$ cat src/design/swtm_pkg.sv
`timescale 1ns / 1ps
package swtm_pkg;

    localparam int MAX_WINDOW  = 64;
    localparam int SAMPLE_BITS = 16;
    localparam int AGE_W       = $clog2(MAX_WINDOW);
    localparam int FILL_W      = AGE_W + 1;
    localparam int SUM_W       = SAMPLE_BITS + AGE_W;
    localparam int LANES       = 4;
    localparam int SCAN_CYCLES = MAX_WINDOW / LANES;
    localparam int CNT_W       = 5;
    localparam int WS_W        = 7;
    localparam int TC_W        = 5;
    localparam int ADDR_W      = 3;

    // register indexes
    localparam logic [0:0] REG_WINDOW_SIZE = 1'b0;
    localparam logic [0:0] REG_TRIM_COUNT  = 1'b1;

    typedef struct packed {
        logic capture;
        logic del;
        logic ins;
        logic scan;
        logic div_load;
        logic div_step;
        logic out_load;
    } swtm_cmd_t;

    typedef struct packed {
        logic out_free;
    } swtm_stat_t;

endpackage

$ cat src/design/swtm_ctrl.sv
`timescale 1ns / 1ps
module swtm_ctrl
(
    input  logic               clk,
    input  logic               rst_n,
    input  logic               s_tvalid,
    output logic               s_tready,
    input  swtm_pkg::swtm_stat_t stat,
    output swtm_pkg::swtm_cmd_t  cmd
);
    import swtm_pkg::*;

    localparam logic [2:0] ST_IDLE = 3'd0;
    localparam logic [2:0] ST_DEL  = 3'd1;
    localparam logic [2:0] ST_INS  = 3'd2;
    localparam logic [2:0] ST_SCAN = 3'd3;
    localparam logic [2:0] ST_DIVL = 3'd4;
    localparam logic [2:0] ST_DIV  = 3'd5;
    localparam logic [2:0] ST_DONE = 3'd6;

    localparam logic [CNT_W-1:0] SCAN_LAST = CNT_W'(SCAN_CYCLES - 1);
    localparam logic [CNT_W-1:0] DIV_LAST  = CNT_W'(SUM_W - 1);

    logic [2:0]       state_reg, state_next;
    logic [CNT_W-1:0] cnt_reg, cnt_next;

    assign s_tready = (state_reg == ST_IDLE);

    always_comb
    begin
        state_next = state_reg;
        cnt_next   = cnt_reg;
        cmd        = '0;
        case (state_reg)
            ST_IDLE:
            begin
                if (s_tvalid)
                begin
                    cmd.capture = 1'b1;
                    state_next  = ST_DEL;
                end
            end
            ST_DEL:
            begin
                cmd.del    = 1'b1;
                state_next = ST_INS;
            end
            ST_INS:
            begin
                cmd.ins    = 1'b1;
                cnt_next   = '0;
                state_next = ST_SCAN;
            end
            ST_SCAN:
            begin
                cmd.scan = 1'b1;
                cnt_next = cnt_reg + 1'b1;
                if (cnt_reg == SCAN_LAST)
                    state_next = ST_DIVL;
            end
            ST_DIVL:
            begin
                cmd.div_load = 1'b1;
                cnt_next     = '0;
                state_next   = ST_DIV;
            end
            ST_DIV:
            begin
                cmd.div_step = 1'b1;
                cnt_next     = cnt_reg + 1'b1;
                if (cnt_reg == DIV_LAST)
                    state_next = ST_DONE;
            end
            ST_DONE:
            begin
                if (stat.out_free)
                begin
                    cmd.out_load = 1'b1;
                    state_next   = ST_IDLE;
                end
            end
            default:
            begin
                state_next = ST_IDLE;
            end
        endcase
    end

    always_ff @(posedge clk or negedge rst_n)
    begin
        if (!rst_n)
        begin
            state_reg <= ST_IDLE;
            cnt_reg   <= '0;
        end
        else
        begin
            state_reg <= state_next;
            cnt_reg   <= cnt_next;
        end
    end

endmodule

$ cat config.mk
export PLATFORM = sky130hd
export DESIGN_NAME = swtm_ctrl
export DESIGN_NICKNAME = d
export VERILOG_FILES = /design/src/design/swtm_pkg.sv /design/src/design/swtm_ctrl.sv
export SDC_FILE = /design/constraint.sdc
export NUM_CORES = 1
export LEC_CHECK = 0
export BUFFER_PORTS_ARGS = -buffer_cell sky130_fd_sc_hd__buf_4
export CAP_MARGIN = 20
export CORE_AREA = 3 3 40 42
export DETAILED_ROUTE_END_ITERATION = 6
export DIE_AREA = 0 0 43 45
export PLACE_DENSITY = 0.62
export RECOVER_POWER = 100
export SLEW_MARGIN = 20
export SYNTH_ARGS = -nofsm -noshare
export SYNTH_HDL_FRONTEND = slang
export SYNTH_SLANG_ARGS = --single-unit
$ cat constraint.sdc
create_clock -name clk -period 4.15 [get_ports clk]
set_input_delay 1.245 -clock clk [delete_from_list [all_inputs] [get_ports clk]]
set_output_delay 1.245 -clock clk [all_outputs]
set_load 0.01 [all_outputs]
Word level (Yosys, flattened, before mapping)
Index checks and enable logic that the tools add are counted.
{"block": "word_totals", "regBits": 8, "inputBits": 4, "out_inout_bits": 8, "wordCells": 35}
{"block": "op_classes", "addsub": 1, "n_eq_ne": 12, "muxes": 15, "n_reduce_logical": 5}
{"operator": "3-bit case mux with 7 select lines", "count": 1}
{"operator": "3-bit two-way mux", "count": 4}
{"operator": "5-bit case mux with 2 select lines", "count": 1}
{"operator": "3-bit equality test, second input constant", "count": 3}
{"operator": "1-bit two-way mux", "count": 9}
{"operator": "2-bit != test, second input constant", "count": 4}
{"operator": "3-bit by 2-bit equality test with 1-bit output, second input constant", "count": 2}
{"operator": "5-bit by 1-bit adder with 5-bit output, second input constant", "count": 1}
{"operator": "5-bit by 4-bit equality test with 1-bit output, second input constant", "count": 1}
{"operator": "5-bit equality test, second input constant", "count": 1}
{"operator": "4-bit AND reduction", "count": 1}
{"operator": "2-bit OR reduction", "count": 2}
{"operator": "3-bit by 1-bit equality test with 1-bit output, second input constant", "count": 1}
{"operator": "3-bit zero test", "count": 1}
{"operator": "2-bit nonzero test", "count": 1}

Longest topological paths before layout
Gate-level depths: netlist of run 1.
{"block": "depth", "ltp_word": 3, "ltp_mapped": 6, "mapped_depth_nobuf": 6}

Worst setup path after synthesis of run 1
OpenSTA, ideal clock, no wires.
{"block": "synth_path", "kind": "input port to output port", "from": "input stat", "to": "output cmd[0] in the netlist's numbering", "arrival_time_ps": 1613, "required_ps": 2905, "path_slack_ps": 1292, "path_stages": 2, "path_buffers": 0, "path_cell_list": "nand2_1 > nor3b_1"}
{"element": "start: declaration", "line_no": "swtm_ctrl.sv:8", "text": "input swtm_pkg::swtm_stat_t stat,"}
{"element": "end: declaration", "line_no": "swtm_ctrl.sv:9", "text": "output swtm_pkg::swtm_cmd_t cmd"}

==> results.cfg, run 1 <==
[outcome]
outcome = finished clean

[hold_path]
hold_path.class = reg2reg
hold_start = cnt_reg[4]

[run]
cap_violations = 0

[global_routing]
antenna_found_initial = 0
grt_max_degree = 18
grt.overflow.total = 0
grt_pass1_vias = 438
grtUsageTotal_pct = 14.19
grt_pass1_wl_um = 2001

[floorplanning]
die_w_um = 43
pin_count = 12
core.rowCount = 13
die_h_um = 45
dieArea_um2 = 1935
coreArea_um2 = 1285
start_util_pct = 39.63

[setup_path]
worstSetupStartpoint = stat
endpoint_kind = output pin
critPathMaxFanout = 2
worstSetupPathType = in2out
startpoint_type = primary input
critical_path_arrival_ps = 1780
cpMaxStageDelayCell = nor3b_1
cpPeakStageDelay_ps = 190
crit_chain = clkbuf_4 > nand2_1 > nor3b_1 > clkbuf_1
path_delay_family = buffers and inverters
rr_startpoint = state_reg[1]
worstPathRequired_ps = 2900
path_buf_inv = 2

[logic_synthesis]
syn-instance-count = 59
yosysSeqAreaShare_pct = 39.31
syn_nets = 66
async_reset_ff_share_pct = 100.0
syn_area_um2 = 509.2
ys_types = 23
synth_seq_cells = 8
synth_edf_count = 0
avgSynthCellArea_um2 = 8.631
yosys_warnings = 0
ys.flop_type = dfrtp_1

[route]
vias = 445
wl_per_cell_um = 13.36
drt_wl_total_um = 1136
drt-pass1-iter-count = 4
drt_iter0_markers = 4
ant_nets = 0
drcViolationCount = 0
vias_per_cell = 5.235

[power]
p_leak_uw = 0.0002402
switchingPower_uw = 153.9
p_total_uw = 363.5
ir_drop_mv = 0.2935
netSwitchingFraction_pct = 42.33
seqPwrFrac_pct = 45.8
cellPowerDensity_nw_per_um2 = 634.4
clkPwrFrac_pct = 17.2
pwr-share-comb_pct = 37.1
p_int_uw = 209.7

[clock_tree]
post_cts_buffers = 0
post_cts_resized = 0
clkTransAtPathRegs_ps = 60
cts_buffers = 3
cts_root_buf = clkbuf_4
cts_max_path_buffers = 2
cts_hold_buf = 0
clk_latency_ps = 260
htreeDepth = 1
cts.sinks = 8
cts_tree = built

[timing]
fmax_mhz = 330.6
hold_slack_ps = 519.4
slew_headroom_pct = 54.89
worstMarginPinSlew_ps = 671.9
period_share_pct = 72.89
skew_ps = 3.186
rsz0062_at_grt = false
setup-violations-final = 0
hold_viol_final = 0
finalMaxSlewViolations = 0
fin_tns_setup_ps = 0
post-route-min-period_ps = 3025

[final_layout]
drive_gt1_share_pct = 8.571
largest_reg_flops = 5
antennaDiodeCount = 0
syn_to_final_growth_pct = 12.53
fillers = 156
final_cells = 85
nets = 79
multi_input_area_um2 = 271.5
seq_area_um2 = 200.2

[place]
io_buffers = 11
dp.cells = 82
gp_congestion = 0.6887
hpwl_um = 736.9
## metal layers
metal | global-route usage [%] | routed length [um] | share of wire (%)
met5 | 0 | 0 | 0
met4 | 9.036 | 5 | 0.44
met3 | 2.390 | 82 | 7.2
met2 | 22.46 | 530 | 47
met1 | 18.02 | 518 | 46
## power by group through the flow
stage / registers [uW] / logic [uW] / clock network (uW)
after global routing: 177 / 157 / 66.7
after global placement: 165 / 148 / 0
after CTS: 167 / 153 / 64.3
after detailed placement: 167 / 151 / 0
final: 166 / 135 / 62.4
after floorplan: 139 / 126 / 0
## synthesized netlist by cell type (2+ instances only)
| library cell | count | area share (%) |
|---|---|---|
| dfrtp_1 | 8 | 39 |
| ha_1 | 3 | 7.4 |
| o21ai_0 | 5 | 4.9 |
| nor3_1 | 3 | 2.9 |
| inv_1 | 3 | 2.2 |
| nand2b_1 | 4 | 4.9 |
| and3_1 | 2 | 2.5 |
| nor2_1 | 2 | 1.5 |
| clkbuf_1 | 2 | 1.5 |
| nand3_1 | 3 | 2.9 |
| nand2_1 | 11 | 8.1 |
| nor3b_1 | 2 | 2.9 |
## worst register-to-register path: stages (launching register included)
cell and delay (ps):
dfrtp_1 540, xnor2_1 290, or4b_1 560, nand3_1 90
## cell usage in the layout (no fill, tap or decap)
cell type / Yosys / final
nand3_1: 3 / 3
a31o_2: 1 / 1
or4b_1: 1 / 1
buf_4: 0 / 1
a21oi_1: 1 / 1
nand3b_1: 1 / 1
inv_1: 3 / 3
nand2_1: 11 / 11
nand4_1: 1 / 1
xnor2_1: 0 / 1
nor3b_1: 2 / 2
nand2b_1: 4 / 4
nor2_1: 2 / 2
dfrtp_1: 8 / 8
a211oi_1: 1 / 1
and3_1: 2 / 2
and2_1: 1 / 1
nor3_1: 3 / 3
clkbuf_4: 0 / 4
ha_1: 3 / 3
clkbuf_1: 2 / 9
nand4b_1: 1 / 1
o21ai_0: 5 / 5
o221ai_1: 1 / 1
## area by class of cell
cell class                 instances  share of cell area [%]
sequential                         8                   34.93
inverter                           3                   1.965
timing repair buffer              11                   8.515
multi-input combinational         45                   47.38
clock buffer                       3                   3.930
tap                               15                   3.275
## final timing paths
| kind | to | slack, ps | cells after the start |
|---|---|---|---|
| max | cmd[0] | 1120 | 4 |
| min | cnt_reg[4] | 520 | 2 |
| max in group asynchronous | cnt_reg[0] | 2930 | 1 |
| min reg2reg | cnt_reg[4] | 520 | 2 |
| max reg2reg | cnt_reg[3] | 2610 | 3 |
| min in group asynchronous | state_reg[0] | 910 | 1 |
## stage by stage
stage	instance area, um2	utilization, %	setup slack, ps
after global routing	573.1	44.60	1023
after CTS	614.3	47.81	1167
final	573.1	44.60	1125
after detailed placement	591.8	46.06	1167
after global placement	591.8	46.06	1191
after floorplan	509.2	-	1292
## cells by family after synthesis
logic type / synth area share [%]
compound gates: 10.81
xor+xnor: 3.195
fa+ha+maj: 7.372
buf+inv: 5.897
flops: 39.31
simple gates: 33.41
Power figures use the tool's default switching activity.
==> inputs of run 2 (changes only) <==
PLACE_DENSITY = 0.64   (was 0.62)
clock period = 2.43 ns   (was 4.15 ns; I/O delays follow)
==> run 2 against run 1 <==
  * Combinational power grew 71%
  * Final area increased by 0.65%
  * Worst hold slack worse by 140 ps
  * Sequential share of layout area shrank 0.23 points
  * Clock power grew 59%
  * Power up 67%
  * Cell count stayed put
  * Core utilization is 0.29 points higher
  * Die area unchanged
  * Routed wire length is 16% lower
  * Flip-flop and latch count unchanged
==> results.cfg, run 2 (synthesized netlist as in run 1, its figures left out) <==
[outcome]
outcome = finished clean

[setup_path]
reg2regPathDepth = 3
rr_startpoint = state_reg[1]
endpoint_kind = output pin
worstSetupPathType = reg2out
crit_chain = nor3_1 > and2_0 > buf_4
reg2reg_to = cnt_reg[3]
critical_path_arrival_ps = 1350
path_buf_inv = 1
cpMaxStageDelayCell = dfrtp_1
worst-path-stages = 3
r2r_slack_ps = 910
cpPeakStageDelay_ps = 540
worstPathRequired_ps = 1700
critPathMaxFanout = 17
path_delay_family = flip-flops
startpoint_type = flip-flop

[floorplanning]
die_w_um = 43
dieArea_um2 = 1935
core.rowCount = 13
die_h_um = 45
start_util_pct = 39.63
coreArea_um2 = 1285
pin_count = 12

[clock_tree]
cts_root_buf = clkbuf_4
cts_hold_buf = 0
cts_max_path_buffers = 2
clkTransAtPathRegs_ps = 50
clk_latency_ps = 250
cts_buffers = 3
htreeDepth = 1
post_cts_resized = 0
cts_tree = built
post_cts_buffers = 0
cts.sinks = 8

[final_layout]
final_common_cell = nand2_1
largest_reg_flops = 5
fillers = 133
drive_gt1_share_pct = 10.00
final_cell_mix = nand2_1 (11), dfrtp_1 (8), clkbuf_1 (8), o21ai_0 (5), nand2b_1 (4)
antennaDiodeCount = 0
final_cells = 85
syn_to_final_growth_pct = 13.27
nets = 79

[power]
p_leak_uw = 0.0002437
ir_drop_mv = 0.4823
cellPowerDensity_nw_per_um2 = 1054

[place]
dp_worst_setup_slack_ps = 477.0
gp_congestion = 0.7274
io_buffers = 11
dp.cells = 82
hpwl_um = 714

[route]
ant_nets = 0
drt_wl_total_um = 950
drcViolationCount = 0
drt-pass1-iter-count = 3
drt_iter0_markers = 4
vias_per_cell = 4.918
vias = 418
wl_per_cell_um = 11.18

[timing]
fin_ws_ps = 347.4
hold_viol_final = 0
period_share_pct = 85.71
post-route-min-period_ps = 2083
fmax_mhz = 480.2
worstMarginPinSlew_ps = 682.8
slew_headroom_pct = 54.15
fin_tns_setup_ps = 0
setup-violations-final = 0
rsz0062_at_grt = false
skew_ps = 2.344
finalMaxSlewViolations = 0

[global_routing]
antenna_found_initial = 0
grtUsageTotal_pct = 11.64
grt_pass1_vias = 376
grt_pass1_wl_um = 1621
grt_max_degree = 18
grt.overflow.total = 0

[hold_path]
hold_path.class = in2async

[run]
cap_violations = 0
## run 2: changes by cell type in the layout (fill, tap and decap cells not counted)
cell / change
and2_0: +1
and2_1: -1
buf_4: +2
clkbuf_1: -1
clkbuf_4: -1
## run 2: layout make-up
type	count	area, um2	area share, %
flip-flops and latches	8	200.2	34.71
repair buffers	11	52.55	9.111
inverters	3	11.26	1.952
well taps	15	18.77	3.254
multi-input cells	45	271.5	47.07
clock buffers	3	22.52	3.905
## run 2: how the worst max path moves through the flow
| stage | start | to | slack [ps] |
|---|---|---|---|
| floorplan | state_reg[1] | cmd[6] | 530 |
| global placement | stat | cmd[0] | 500 |
| detailed placement | stat | cmd[0] | 480 |
| CTS | state_reg[0] | cmd[6] | 340 |
| global route | state_reg[0] | cmd[5] | 210 |
| finish | state_reg[0] | cmd[6] | 350 |
## run 2: metrics by stage
stage / utilization [%] / power, uW / instance area (um2) / hold slack (ps)
2_1_floorplan: - / 452.0 / 509.2 / 433.4
6_report: 44.89 / 608.2 / 576.8 / 379.5
4_1_cts: 47.81 / 645.6 / 614.3 / 277.6
3_5_place_dp: 46.06 / 542.1 / 591.8 / 502.5
5_1_grt: 44.89 / 679.5 / 576.8 / 396.4
3_3_place_gp: 46.06 / 534.5 / 591.8 / 496.8
## run 2: power breakdown
| part | switching [uW] | total [uW] | internal (uW) |
|---|---|---|---|
| Combinational | 116 | 231 | 114 |
| Sequential | 90.7 | 278 | 188 |
| Clock | 42.8 | 99.1 | 56.4 |
| Total | 250 | 608 | 358 |
## run 2: worst register-to-register path: cells and delay by family (launching register included)
| kind | cells | cell delay, ps |
|---|---|---|
| xor gates and xnor gates | 1 | 290 |
| DFF | 1 | 520 |
| and+or+nand+nor | 2 | 650 |
## run 2: per-layer routing
metal  track usage [%]  part of all wire [%]  vias up
met5                 0                     0        -
li1                  -                     -      230
met3             3.586                   4.0        3
met4             7.229                   2.0        0
met2             17.07                    45        6
met1             15.00                    49      179
